### src/hdl/lct_pkg.sv
// Shared types, constants and codes for the chunk tag cache.
// Used by every module in the hdl folder. No dependencies.
package lct_pkg;

  // Store size and derived widths
  localparam int unsigned ENTRIES         = 16;
  localparam int unsigned IDX_W           = $clog2(ENTRIES);
  localparam int unsigned CNT_W           = $clog2(ENTRIES + 1);
  localparam int unsigned MAX_CHUNK_BYTES = 4096;
  localparam int unsigned SHIFT_MAX       = $clog2(MAX_CHUNK_BYTES);
  localparam int unsigned SKIP_W          = 12;
  localparam int unsigned LEN_W           = 13;
  localparam int unsigned FILE_W          = 32;
  localparam int unsigned OFF_W           = 32;
  localparam int unsigned MODE_W          = 2;

  // Configuration register widths
  localparam int unsigned SHIFT_W   = 4;
  localparam int unsigned MAXE_W    = 5;
  localparam int unsigned CFG_W     = 5;
  localparam int unsigned CFG_IDX_W = 1;

  typedef enum logic [CFG_IDX_W-1:0] {
    CFG_CHUNK_SHIFT = 1'b0,
    CFG_MAX_ENTRIES = 1'b1
  } cfg_idx_e;

  typedef enum logic [MODE_W-1:0] {
    MODE_LOOKUP = 2'd0,
    MODE_FILL   = 2'd1,
    MODE_INVAL  = 2'd2
  } mode_e;

  typedef enum logic [1:0] {
    ST_IDLE,
    ST_MATCH,
    ST_SORT,
    ST_FINISH
  } state_e;

  typedef enum logic [1:0] {
    OP_HOLD,
    OP_FRONT,
    OP_KILL,
    OP_SWAP
  } cell_op_e;

  // One recency position: physical slot and its tag
  typedef struct packed {
    logic              live;
    logic [IDX_W-1:0]  slot;
    logic [FILE_W-1:0] file;
    logic [OFF_W-1:0]  base;
    logic [LEN_W-1:0]  len;
  } entry_t;

  // Broadcast control from the sequencer to every cell
  typedef struct packed {
    cell_op_e          op;
    logic [IDX_W-1:0]  pos;
    logic              clear_tail;
    logic              phase;
    logic [FILE_W-1:0] file;
    logic [OFF_W-1:0]  base;
  } cell_ctl_t;

endpackage

### src/hdl/lct_cell.sv
// One recency position of the chunk tag chain.
// Depends on lct_pkg for the entry and control structs.
module lct_cell
  import lct_pkg::*;
(
  input  logic             clk_i,
  input  logic             rst_ni,
  input  logic [IDX_W-1:0] idx_i,
  input  cell_ctl_t        ctl_i,
  input  entry_t           left_i,
  input  entry_t           right_i,
  input  entry_t           front_i,
  output entry_t           ent_o,
  output logic             match_o,
  output logic             drop_o
);

  logic              live_q, live_d;
  logic [IDX_W-1:0]  slot_q, slot_d;
  logic [FILE_W-1:0] file_q, file_d;
  logic [OFF_W-1:0]  base_q, base_d;
  logic [LEN_W-1:0]  len_q, len_d;
  entry_t            cur;
  entry_t            nxt;
  logic              file_eq;
  logic              is_first;
  logic              is_last;

  assign cur      = '{live: live_q, slot: slot_q, file: file_q, base: base_q, len: len_q};
  assign ent_o    = cur;
  assign is_first = (idx_i == '0);
  assign is_last  = (idx_i == IDX_W'(ENTRIES - 1));

  // Compare the held tag against the request
  assign file_eq = (file_q == ctl_i.file);
  assign match_o = live_q && file_eq && (base_q == ctl_i.base);
  assign drop_o  = live_q && file_eq;

  // Pick the next content of this position
  always_comb begin
    nxt = cur;
    case (ctl_i.op)
      OP_FRONT: begin
        if (is_first) begin
          nxt = front_i;
        end else if (idx_i <= ctl_i.pos) begin
          nxt = left_i;
        end else if (ctl_i.clear_tail) begin
          nxt.live = 1'b0;
        end
      end
      OP_KILL: begin
        if (drop_o) begin
          nxt.live = 1'b0;
        end
      end
      OP_SWAP: begin
        // pair (i, i+1) is active when bit 0 of i equals the phase
        if ((idx_i[0] == ctl_i.phase) && !is_last && !live_q && right_i.live) begin
          nxt = right_i;
        end else if ((idx_i[0] != ctl_i.phase) && !is_first && !left_i.live && live_q) begin
          nxt = left_i;
        end
      end
      default: begin
        nxt = cur;
      end
    endcase
  end

  assign live_d = nxt.live;
  assign slot_d = nxt.slot;
  assign file_d = nxt.file;
  assign base_d = nxt.base;
  assign len_d  = nxt.len;

  // Hold live flag and slot number; reset gives identity order
  always_ff @(posedge clk_i or negedge rst_ni) begin
    if (!rst_ni) begin
      live_q <= 1'b0;
      slot_q <= idx_i;
    end else begin
      live_q <= live_d;
      slot_q <= slot_d;
    end
  end

  // Hold tag payload, meaningful only while live
  always_ff @(posedge clk_i) begin
    file_q <= file_d;
    base_q <= base_d;
    len_q  <= len_d;
  end

endmodule

### src/hdl/lct_ctrl.sv
// Sequencer of the chunk tag cache: config registers, request capture,
// match/sort/finish steps and the result register. Depends on lct_pkg.
module lct_ctrl
  import lct_pkg::*;
(
  input  logic              clk_i,
  input  logic              rst_ni,
  input  logic              cfg_we_i,
  input  logic [CFG_IDX_W-1:0] cfg_idx_i,
  input  logic [CFG_W-1:0]  cfg_data_i,
  input  logic              in_valid_i,
  output logic              in_ready_o,
  input  logic [MODE_W-1:0] mode_i,
  input  logic [FILE_W-1:0] file_id_i,
  input  logic [OFF_W-1:0]  byte_offset_i,
  input  logic [LEN_W-1:0]  request_bytes_i,
  input  logic [LEN_W-1:0]  fill_bytes_i,
  output logic              out_valid_o,
  input  logic              out_ready_i,
  output logic              hit_o,
  output logic [IDX_W-1:0]  slot_o,
  output logic [SKIP_W-1:0] skip_o,
  output logic [LEN_W-1:0]  length_o,
  output logic [OFF_W-1:0]  chunk_base_o,
  output logic [CNT_W-1:0]  removed_o,
  input  entry_t            ents_i [ENTRIES],
  input  logic [ENTRIES-1:0] match_i,
  input  logic [ENTRIES-1:0] drop_i,
  output cell_ctl_t         ctl_o,
  output entry_t            front_o
);

  state_e            state_q, state_d;
  logic [SHIFT_W-1:0] shift_q;
  logic [MAXE_W-1:0] maxe_q;
  logic [CNT_W-1:0]  live_cnt_q;
  logic              phase_q;
  logic [MODE_W-1:0] mode_q;
  logic [FILE_W-1:0] file_q;
  logic [OFF_W-1:0]  base_q;
  logic [SKIP_W-1:0] skip_q;
  logic [LEN_W-1:0]  req_q;
  logic [LEN_W-1:0]  fill_q;
  logic [ENTRIES-1:0] hit_vec_q;
  logic [CNT_W-1:0]  removed_q;

  logic              out_valid_q;
  logic              hit_q;
  logic [IDX_W-1:0]  slot_q;
  logic [SKIP_W-1:0] oskip_q;
  logic [LEN_W-1:0]  length_q;
  logic [OFF_W-1:0]  obase_q;
  logic [CNT_W-1:0]  oremoved_q;

  mode_e             md;
  logic              accept;
  logic              load;
  logic [SHIFT_W-1:0] shift_eff;
  logic [LEN_W-1:0]  csize;
  logic [SKIP_W-1:0] mask;
  logic [SKIP_W-1:0] in_skip;
  logic [OFF_W-1:0]  in_base;
  logic [LEN_W-1:0]  in_req;
  logic [LEN_W-1:0]  in_fill;
  logic [CNT_W-1:0]  drop_cnt;
  logic              need_swap;
  logic              any_hit;
  logic [IDX_W-1:0]  hit_pos;
  logic [CNT_W-1:0]  eff_max;
  logic [CNT_W-1:0]  lim;
  logic [IDX_W-1:0]  fill_pos;
  logic [CNT_W-1:0]  fill_removed;
  logic [IDX_W-1:0]  sel_pos;
  entry_t            sel;
  logic [LEN_W-1:0]  avail;
  logic [LEN_W-1:0]  hit_len;
  logic              res_hit;
  logic [IDX_W-1:0]  res_slot;
  logic [SKIP_W-1:0] res_skip;
  logic [LEN_W-1:0]  res_len;
  logic [OFF_W-1:0]  res_base;
  logic [CNT_W-1:0]  res_removed;

  assign md     = mode_e'(mode_q);
  assign accept = in_valid_i && in_ready_o;

  // Align the incoming offset and clip sizes to the chunk
  assign shift_eff = (shift_q > SHIFT_W'(SHIFT_MAX)) ? SHIFT_W'(SHIFT_MAX) : shift_q;
  assign csize     = LEN_W'(1) << shift_eff;
  assign mask      = SKIP_W'(csize - LEN_W'(1));
  assign in_skip   = byte_offset_i[SKIP_W-1:0] & mask;
  assign in_base   = byte_offset_i & ~{{(OFF_W - SKIP_W){1'b0}}, mask};
  assign in_req    = (request_bytes_i > csize) ? csize : request_bytes_i;
  assign in_fill   = (fill_bytes_i > csize) ? csize : fill_bytes_i;

  // Count entries of the invalidated file
  always_comb begin
    drop_cnt = '0;
    for (int i = 0; i < ENTRIES; i++) begin
      drop_cnt = drop_cnt + CNT_W'(drop_i[i]);
    end
  end

  // Detect a free position ahead of a live one
  always_comb begin
    need_swap = 1'b0;
    for (int i = 0; i < ENTRIES - 1; i++) begin
      need_swap = need_swap | (!ents_i[i].live && ents_i[i + 1].live);
    end
  end

  // Find the most recent matching position
  always_comb begin
    hit_pos = '0;
    for (int i = ENTRIES - 1; i >= 0; i--) begin
      if (hit_vec_q[i]) begin
        hit_pos = IDX_W'(i);
      end
    end
  end
  assign any_hit = |hit_vec_q;

  // Insert position for a fill, after eviction down to the limit
  always_comb begin
    if (maxe_q == '0) begin
      eff_max = CNT_W'(1);
    end else if (CNT_W'(maxe_q) > CNT_W'(ENTRIES)) begin
      eff_max = CNT_W'(ENTRIES);
    end else begin
      eff_max = CNT_W'(maxe_q);
    end
  end
  assign lim          = eff_max - CNT_W'(1);
  assign fill_pos     = (live_cnt_q > lim) ? lim[IDX_W-1:0] : live_cnt_q[IDX_W-1:0];
  assign fill_removed = live_cnt_q - CNT_W'(fill_pos);

  assign sel_pos = (md == MODE_FILL) ? fill_pos : hit_pos;
  assign sel     = ents_i[sel_pos];

  // Clip the request to what the entry holds past the skip
  assign avail   = (sel.len > LEN_W'(skip_q)) ? (sel.len - LEN_W'(skip_q)) : '0;
  assign hit_len = (req_q < avail) ? req_q : avail;

  // Form the result word
  always_comb begin
    res_hit     = 1'b0;
    res_slot    = '0;
    res_skip    = '0;
    res_len     = '0;
    res_base    = '0;
    res_removed = '0;
    case (md)
      MODE_LOOKUP: begin
        res_hit  = any_hit;
        res_slot = any_hit ? sel.slot : '0;
        res_skip = skip_q;
        res_len  = any_hit ? hit_len : '0;
        res_base = base_q;
      end
      MODE_FILL: begin
        res_slot    = sel.slot;
        res_skip    = skip_q;
        res_len     = fill_q;
        res_base    = base_q;
        res_removed = fill_removed;
      end
      MODE_INVAL: begin
        res_removed = removed_q;
      end
      default: begin
        res_hit = 1'b0;
      end
    endcase
  end

  // Next state
  always_comb begin
    state_d = state_q;
    unique case (state_q)
      ST_IDLE: begin
        if (in_valid_i) begin
          state_d = ST_MATCH;
        end
      end
      ST_MATCH: begin
        state_d = (md == MODE_INVAL) ? ST_SORT : ST_FINISH;
      end
      ST_SORT: begin
        if (!need_swap) begin
          state_d = ST_FINISH;
        end
      end
      ST_FINISH: begin
        if (load) begin
          state_d = ST_IDLE;
        end
      end
      default: begin
        state_d = ST_IDLE;
      end
    endcase
  end

  // Outputs of the sequencer
  always_comb begin
    in_ready_o       = 1'b0;
    load             = 1'b0;
    ctl_o.op         = OP_HOLD;
    ctl_o.pos        = sel_pos;
    ctl_o.clear_tail = (md == MODE_FILL);
    ctl_o.phase      = phase_q;
    ctl_o.file       = file_q;
    ctl_o.base       = base_q;
    front_o.live     = 1'b1;
    front_o.slot     = sel.slot;
    front_o.file     = (md == MODE_FILL) ? file_q : sel.file;
    front_o.base     = (md == MODE_FILL) ? base_q : sel.base;
    front_o.len      = (md == MODE_FILL) ? fill_q : sel.len;
    unique case (state_q)
      ST_IDLE: begin
        in_ready_o = 1'b1;
      end
      ST_MATCH: begin
        if (md == MODE_INVAL) begin
          ctl_o.op = OP_KILL;
        end
      end
      ST_SORT: begin
        if (need_swap) begin
          ctl_o.op = OP_SWAP;
        end
      end
      ST_FINISH: begin
        load = !out_valid_q || out_ready_i;
        if (load && (((md == MODE_LOOKUP) && any_hit) || (md == MODE_FILL))) begin
          ctl_o.op = OP_FRONT;
        end
      end
      default: begin
        in_ready_o = 1'b0;
      end
    endcase
  end

  // Control registers
  always_ff @(posedge clk_i or negedge rst_ni) begin
    if (!rst_ni) begin
      state_q     <= ST_IDLE;
      shift_q     <= SHIFT_W'(SHIFT_MAX);
      maxe_q      <= MAXE_W'(ENTRIES);
      live_cnt_q  <= '0;
      phase_q     <= 1'b0;
      out_valid_q <= 1'b0;
    end else begin
      state_q <= state_d;
      if (cfg_we_i) begin
        unique case (cfg_idx_e'(cfg_idx_i))
          CFG_CHUNK_SHIFT: shift_q <= cfg_data_i[SHIFT_W-1:0];
          CFG_MAX_ENTRIES: maxe_q  <= cfg_data_i[MAXE_W-1:0];
          default:         shift_q <= shift_q;
        endcase
      end
      if (accept) begin
        phase_q <= 1'b0;
      end else if (state_q == ST_SORT) begin
        phase_q <= !phase_q;
      end
      if ((state_q == ST_MATCH) && (md == MODE_INVAL)) begin
        live_cnt_q <= live_cnt_q - drop_cnt;
      end else if (load && (md == MODE_FILL)) begin
        live_cnt_q <= CNT_W'(fill_pos) + CNT_W'(1);
      end
      if (load) begin
        out_valid_q <= 1'b1;
      end else if (out_ready_i) begin
        out_valid_q <= 1'b0;
      end
    end
  end

  // Request and result payload
  always_ff @(posedge clk_i) begin
    if (accept) begin
      mode_q <= mode_i;
      file_q <= file_id_i;
      base_q <= in_base;
      skip_q <= in_skip;
      req_q  <= in_req;
      fill_q <= in_fill;
    end
    if (state_q == ST_MATCH) begin
      hit_vec_q <= match_i;
      removed_q <= drop_cnt;
    end
    if (load) begin
      hit_q      <= res_hit;
      slot_q     <= res_slot;
      oskip_q    <= res_skip;
      length_q   <= res_len;
      obase_q    <= res_base;
      oremoved_q <= res_removed;
    end
  end

  assign out_valid_o  = out_valid_q;
  assign hit_o        = hit_q;
  assign slot_o       = slot_q;
  assign skip_o       = oskip_q;
  assign length_o     = length_q;
  assign chunk_base_o = obase_q;
  assign removed_o    = oremoved_q;

endmodule

### src/hdl/lru_chunk_tag_cache.sv
// Chunk tag cache top level: a chain of recency cells and its sequencer.
// Depends on lct_pkg, lct_cell and lct_ctrl.
//
// Usage:
//   Requests arrive as words on the in channel (valid/ready) carrying mode,
//   file id, byte offset, request size and fill size. Each request yields
//   exactly one result word on the out channel (valid/ready).
//   Lookup and fill first compare all 16 cells in parallel, then shift the
//   chain and register the result. A new request is taken only once the
//   result is registered. Invalidate runs odd/even compaction passes of
//   the chain until it finds the chain compact.
//   Configuration (chunk shift at index 0, entry limit at index 1) is written
//   through cfg_we_i while no request is in flight.
//   Reset empties the store, restores identity slot order, sets chunk shift
//   to 12 and the entry limit to 16; no clearing sweep is needed.
//   A stalled receiver holds the result register; the chain waits in its
//   final step until the word is taken, while in_ready_o stays low.
module lru_chunk_tag_cache
  import lct_pkg::*;
(
  input  logic                 clk_i,
  input  logic                 rst_ni,
  input  logic                 cfg_we_i,
  input  logic [CFG_IDX_W-1:0] cfg_idx_i,
  input  logic [CFG_W-1:0]     cfg_data_i,
  input  logic                 in_valid_i,
  output logic                 in_ready_o,
  input  logic [MODE_W-1:0]    mode_i,
  input  logic [FILE_W-1:0]    file_id_i,
  input  logic [OFF_W-1:0]     byte_offset_i,
  input  logic [LEN_W-1:0]     request_bytes_i,
  input  logic [LEN_W-1:0]     fill_bytes_i,
  output logic                 out_valid_o,
  input  logic                 out_ready_i,
  output logic                 hit_o,
  output logic [IDX_W-1:0]     slot_o,
  output logic [SKIP_W-1:0]    skip_o,
  output logic [LEN_W-1:0]     length_o,
  output logic [OFF_W-1:0]     chunk_base_o,
  output logic [CNT_W-1:0]     removed_o
);

  entry_t             ents [ENTRIES];
  logic [ENTRIES-1:0] match;
  logic [ENTRIES-1:0] drop;
  cell_ctl_t          ctl;
  entry_t             front;

  // Sequencer
  lct_ctrl u_ctrl (
    .clk_i           (clk_i),
    .rst_ni          (rst_ni),
    .cfg_we_i        (cfg_we_i),
    .cfg_idx_i       (cfg_idx_i),
    .cfg_data_i      (cfg_data_i),
    .in_valid_i      (in_valid_i),
    .in_ready_o      (in_ready_o),
    .mode_i          (mode_i),
    .file_id_i       (file_id_i),
    .byte_offset_i   (byte_offset_i),
    .request_bytes_i (request_bytes_i),
    .fill_bytes_i    (fill_bytes_i),
    .out_valid_o     (out_valid_o),
    .out_ready_i     (out_ready_i),
    .hit_o           (hit_o),
    .slot_o          (slot_o),
    .skip_o          (skip_o),
    .length_o        (length_o),
    .chunk_base_o    (chunk_base_o),
    .removed_o       (removed_o),
    .ents_i          (ents),
    .match_i         (match),
    .drop_i          (drop),
    .ctl_o           (ctl),
    .front_o         (front)
  );

  // Chain of recency cells, most recent at position 0
  for (genvar g = 0; g < ENTRIES; g++) begin : g_cell
    entry_t left_ent;
    entry_t right_ent;

    if (g == 0) begin : g_head
      assign left_ent = front;
    end else begin : g_body
      assign left_ent = ents[g - 1];
    end

    if (g == ENTRIES - 1) begin : g_tail
      assign right_ent = '0;
    end else begin : g_inner
      assign right_ent = ents[g + 1];
    end

    lct_cell u_cell (
      .clk_i   (clk_i),
      .rst_ni  (rst_ni),
      .idx_i   (IDX_W'(g)),
      .ctl_i   (ctl),
      .left_i  (left_ent),
      .right_i (right_ent),
      .front_i (front),
      .ent_o   (ents[g]),
      .match_o (match[g]),
      .drop_o  (drop[g])
    );
  end

endmodule

### config.mk
export PLATFORM = sky130hd
export DESIGN_NAME = lru_chunk_tag_cache
export DESIGN_NICKNAME = d
export VERILOG_FILES = /design/src/hdl/lct_pkg.sv /design/src/hdl/lct_cell.sv /design/src/hdl/lct_ctrl.sv /design/src/hdl/lru_chunk_tag_cache.sv
export SDC_FILE = /design/constraint.sdc
export NUM_CORES = 2
export LEC_CHECK = 0
export ABC_AREA = 0
export BUFFER_PORTS_ARGS = -buffer_cell sky130_fd_sc_hd__buf_4
export CORE_MARGIN = 2
export CORE_UTILIZATION = 40
export DETAILED_ROUTE_END_ITERATION = 16
export SLEW_MARGIN = 20
export SYNTH_ARGS = -nofsm -noshare
export SYNTH_HDL_FRONTEND = slang
export SYNTH_SLANG_ARGS = --single-unit
### constraint.sdc
create_clock -name clk_i -period 10.48 [get_ports clk_i]
set_input_delay 1.048 -clock clk_i [delete_from_list [all_inputs] [get_ports clk_i]]
set_output_delay 1.048 -clock clk_i [all_outputs]
set_load 0.005 [all_outputs]
==> metrics.md <==
| Metric | Value |
|---|---|
| Status | finished clean |
| Post-synth top cells | edfxtp_1, mux2_2, nand2_1 |
| CTS Buffer Depth | 3 |
| Grt peak-use layer | met2 |
| Die H | between 400 and 500 um |
| Met3 usage | 8.31% |
| Slew Limit Fails | 0 |
| Gate Count Post-Synth | 7656 |
| DRT iter0 DRCs | 10900 |
| RSZ-0062 raised after global routing | false |
| Post-layout util | 44.8% |
| Met1 Resource Use GR | between 40% and 50% |
| Number of global-route vias before repair | about 65000 |
| Vias | 68700 |
| Clock skew | 0.0570 ns |
| Slew @ Worst Pin | 1.42 ns |
| Post-route ant nets | 0 |
| Area after DPL | around 94000 um^2 |
| Final net count | 7802 |
| CTS resizes | 0 |
| Design area | 99700 um^2 |
| Initial Util | 40.2% |
| Worst-path clk slew | 0.07 ns |
| Peak supply drop | roughly 0.28 mV |
| Area Growth Syn to Fin | 11.5% |
| Die X | 477 um |
| Num CTS Buffers | around 180 |
| Relative slew slack | 4.31% |
| DRC | 0 |
| Yosys warning count | 0 |
| # rows | 173 |
| DR vias/cell | about 6.4 |
| Congestion Overflow GR | 0 |
| Share of the synthesized area in the top cell type | roughly 48% |
| RePlAce Congestion | 1.05 |
| Slowest stage delay, CP | 0.64 ns |
| Post-DP HPWL | ~250000 um |
| Worst Setup Start Kind | flop |
| Layout cell share with drive strength beyond 1 | 24.0% |
| WL per Instance | 34.8 um |
| Seq/Total Area, Yosys | 50.6% |
| Setup bufs post-CTS | 0 |
| Max stage delay cell, worst path | mux2i_4 |
| Tot GR Track Use | between 30% and 40% |
| Die area | 227000 um^2 |
| Root Buffer | clkbuf_16 |
| Fmax | about 110 MHz |
| CTS tree | done |
| Final wirelength | 373000 um |
| WS Path Type | reg2reg |
| Final period util | approximately 86% |
| Largest net degree at the start of global routing | 188 |
| Post-synth EDFFs | roughly 1400 |
| Detailed Routing Iterations Pass 1 | 6 |
| Max FO, Critical Path | 43 |
| Worst path required time | 11.21 ns |
| First-pass GRT wire length | 519000 um |
| Initial antenna violation count | 10 |
| Quantity of I/O buffers inserted on ports | 171 |
| Max-cap violations | 0 |
| Netlist cell types | 71 |
| Final setup viols | 0 |
| Clock latency on the worst-skew pair | slightly below 0.9 ns |
| Syn avg cell area | 11.7 um^2 |
| Setup TNS | 0 ns |
| CP arrival | 9.79 ns |
| Io pins | 172 |
| Pwr per Cell Area | 273 nW/um^2 |
| # clock sinks | 1522 |
| Met2 usage | 46.3% |
| Area contributors post-synth | edfxtp_1, mux2_2, xor2_1 |
| HP Class | in2async |
| Syn Nets | 7848 |
| Crit end category | flop |
| Max H-tree Level | 4 |
| Flops & latches, synth | roughly 1500 |
| Dominant synthesized flop cell | edfxtp_1 |
| Most Frequent Cell on Critical Path | a21o_1 |
| Most numerous cell in the Yosys netlist | edfxtp_1 |
| Hold Buf Count CTS | 0 |
| Minimum clock period | 9.07 ns |
| Core Region | 222000 um^2 |
| Async set or reset register ratio after synthesis | between 6 and 7% |
| Cell Area, Synth | 89400 um^2 |
| Final hold violation count | 0 |
| Leak Pwr | 35.3 nW |
| Largest area contributor in the netlist | edfxtp_1 |
-- report_power, final --
part | internal, mW | switching, mW | leakage [nW] | total [mW]
clock network | 3.51 | 2.77 | 2.80 | 6.29
logic | 3.70 | 7.78 | 18.4 | 11.5
registers | 8.36 | 1.12 | 14.1 | 9.48
-- per-stage QoR --
stage | instances | setup WS [ns] | power, mW | hold WS [ns]
final | 10700 | 1.41 | 27.2 | 0.251
after CTS | 10700 | 1.42 | 26.9 | 0.229
after floorplan | 7656 | 0.514 | 16.1 | 0.445
after global placement | 10400 | 1.42 | 20.6 | 0.473
after global routing | 10700 | 0.684 | 28.1 | 0.286
after detailed placement | 10400 | 1.47 | 20.6 | 0.472
-- sequential cells by signal (all words and copies together), names as in the netlist, 16 cells and up --
| signal | count |
|---|---|
| g_cell.u_cell.len_q | 208 |
| u_ctrl.hit_vec_q | 16 |
| g_cell.u_cell.slot_q | 64 |
| u_ctrl.chunk_base_o | 32 |
| g_cell.u_cell.file_q | 512 |
| g_cell.u_cell.live_q | 16 |
| g_cell.u_cell.base_q | 512 |
| u_ctrl.base_q | 32 |
| u_ctrl.file_q | 32 |
-- final timing paths --
check | start | end | slack (ns) | cells after the start
worst min-delay path | rst_ni | u_ctrl.out_valid_o | 0.25 | 1
max in group asynchronous | rst_ni | g_cell[12].u_cell.slot_q[1] | 8.92 | 2
min in group clk_i | file_id_i[17] | u_ctrl.file_q[17] | 0.35 | 1
worst max register to register | u_ctrl.maxe_q[1] | u_ctrl.length_o[6] | 1.41 | 37
worst min register to register | g_cell[14].u_cell.len_q[0] | g_cell[15].u_cell.len_q[0] | 0.48 | 0
worst max-delay path | u_ctrl.maxe_q[1] | u_ctrl.length_o[6] | 1.41 | 37
-- kinds of logic (layout without fill, tap and decap cells) --
logic type	count (synthesis)	in the layout	share of synthesized area (%)
AND/OR/NAND/NOR	1977	1977	10.4
flip-flops	1522	1522	50.6
multiplexers	1299	1299	16.4
XOR/XNOR	1045	1045	10.2
AO/OA/AOI/OAI	981	981	7.70
buffers and inverters	742	846	3.30
adder cells (fa/ha/maj)	89	89	1.35
other	1	4	0.00419
-- layout make-up --
cell class	count	area, um^2
Antenna cell	3	7.51
Clock buffer	230	4760
Clock inverter	97	951
Fill cell	20400	123000
Inverter	171	672
Multi-Input combinational cell	5392	41600
Sequential cell	1522	45300
Tap cell	2975	3720
Timing Repair Buffer	348	2720
-- layout by cell type (no fill, tap or decap), drive strengths merged, types with 22 or more instances in the layout --
cell	n
buf	348
nand4	155
nor2b	63
xnor2	461
mux2i	148
nor2	157
dfrtp	63
edfxtp	1424
mux2	1134
nand3	166
a22oi	70
a21o	22
a311o	65
o21ai	242
clkbuf	230
o31ai	85
a211oi	133
and2	27
a21oi	124
nor4	167
nor3	41
nand2	977
dfstp	35
and3	165
clkinv	71
xor2	584
a311oi	160
inv	182
ha	76
-- worst max-delay path: cells and delay by family, from the launching register on --
kind	cells	cell delay [ns]
AOI/OAI and AO/OA	21	4.35
and+or+nand+nor	9	1.79
adders and majority gates	3	0.85
buffers and inverters	3	0.83
muxes	1	0.64
DFF	1	0.41
-- routing by layer --
layer | vias up | share of wire, %
met2 | 4853 | 43
met1 | 34800 | 40
met3 | 836 | 12
met5 | - | 0.022
li1 | 28200 | -
met4 | 10 | 5.6
No activity file was read; power rests on OpenSTA's default activity.
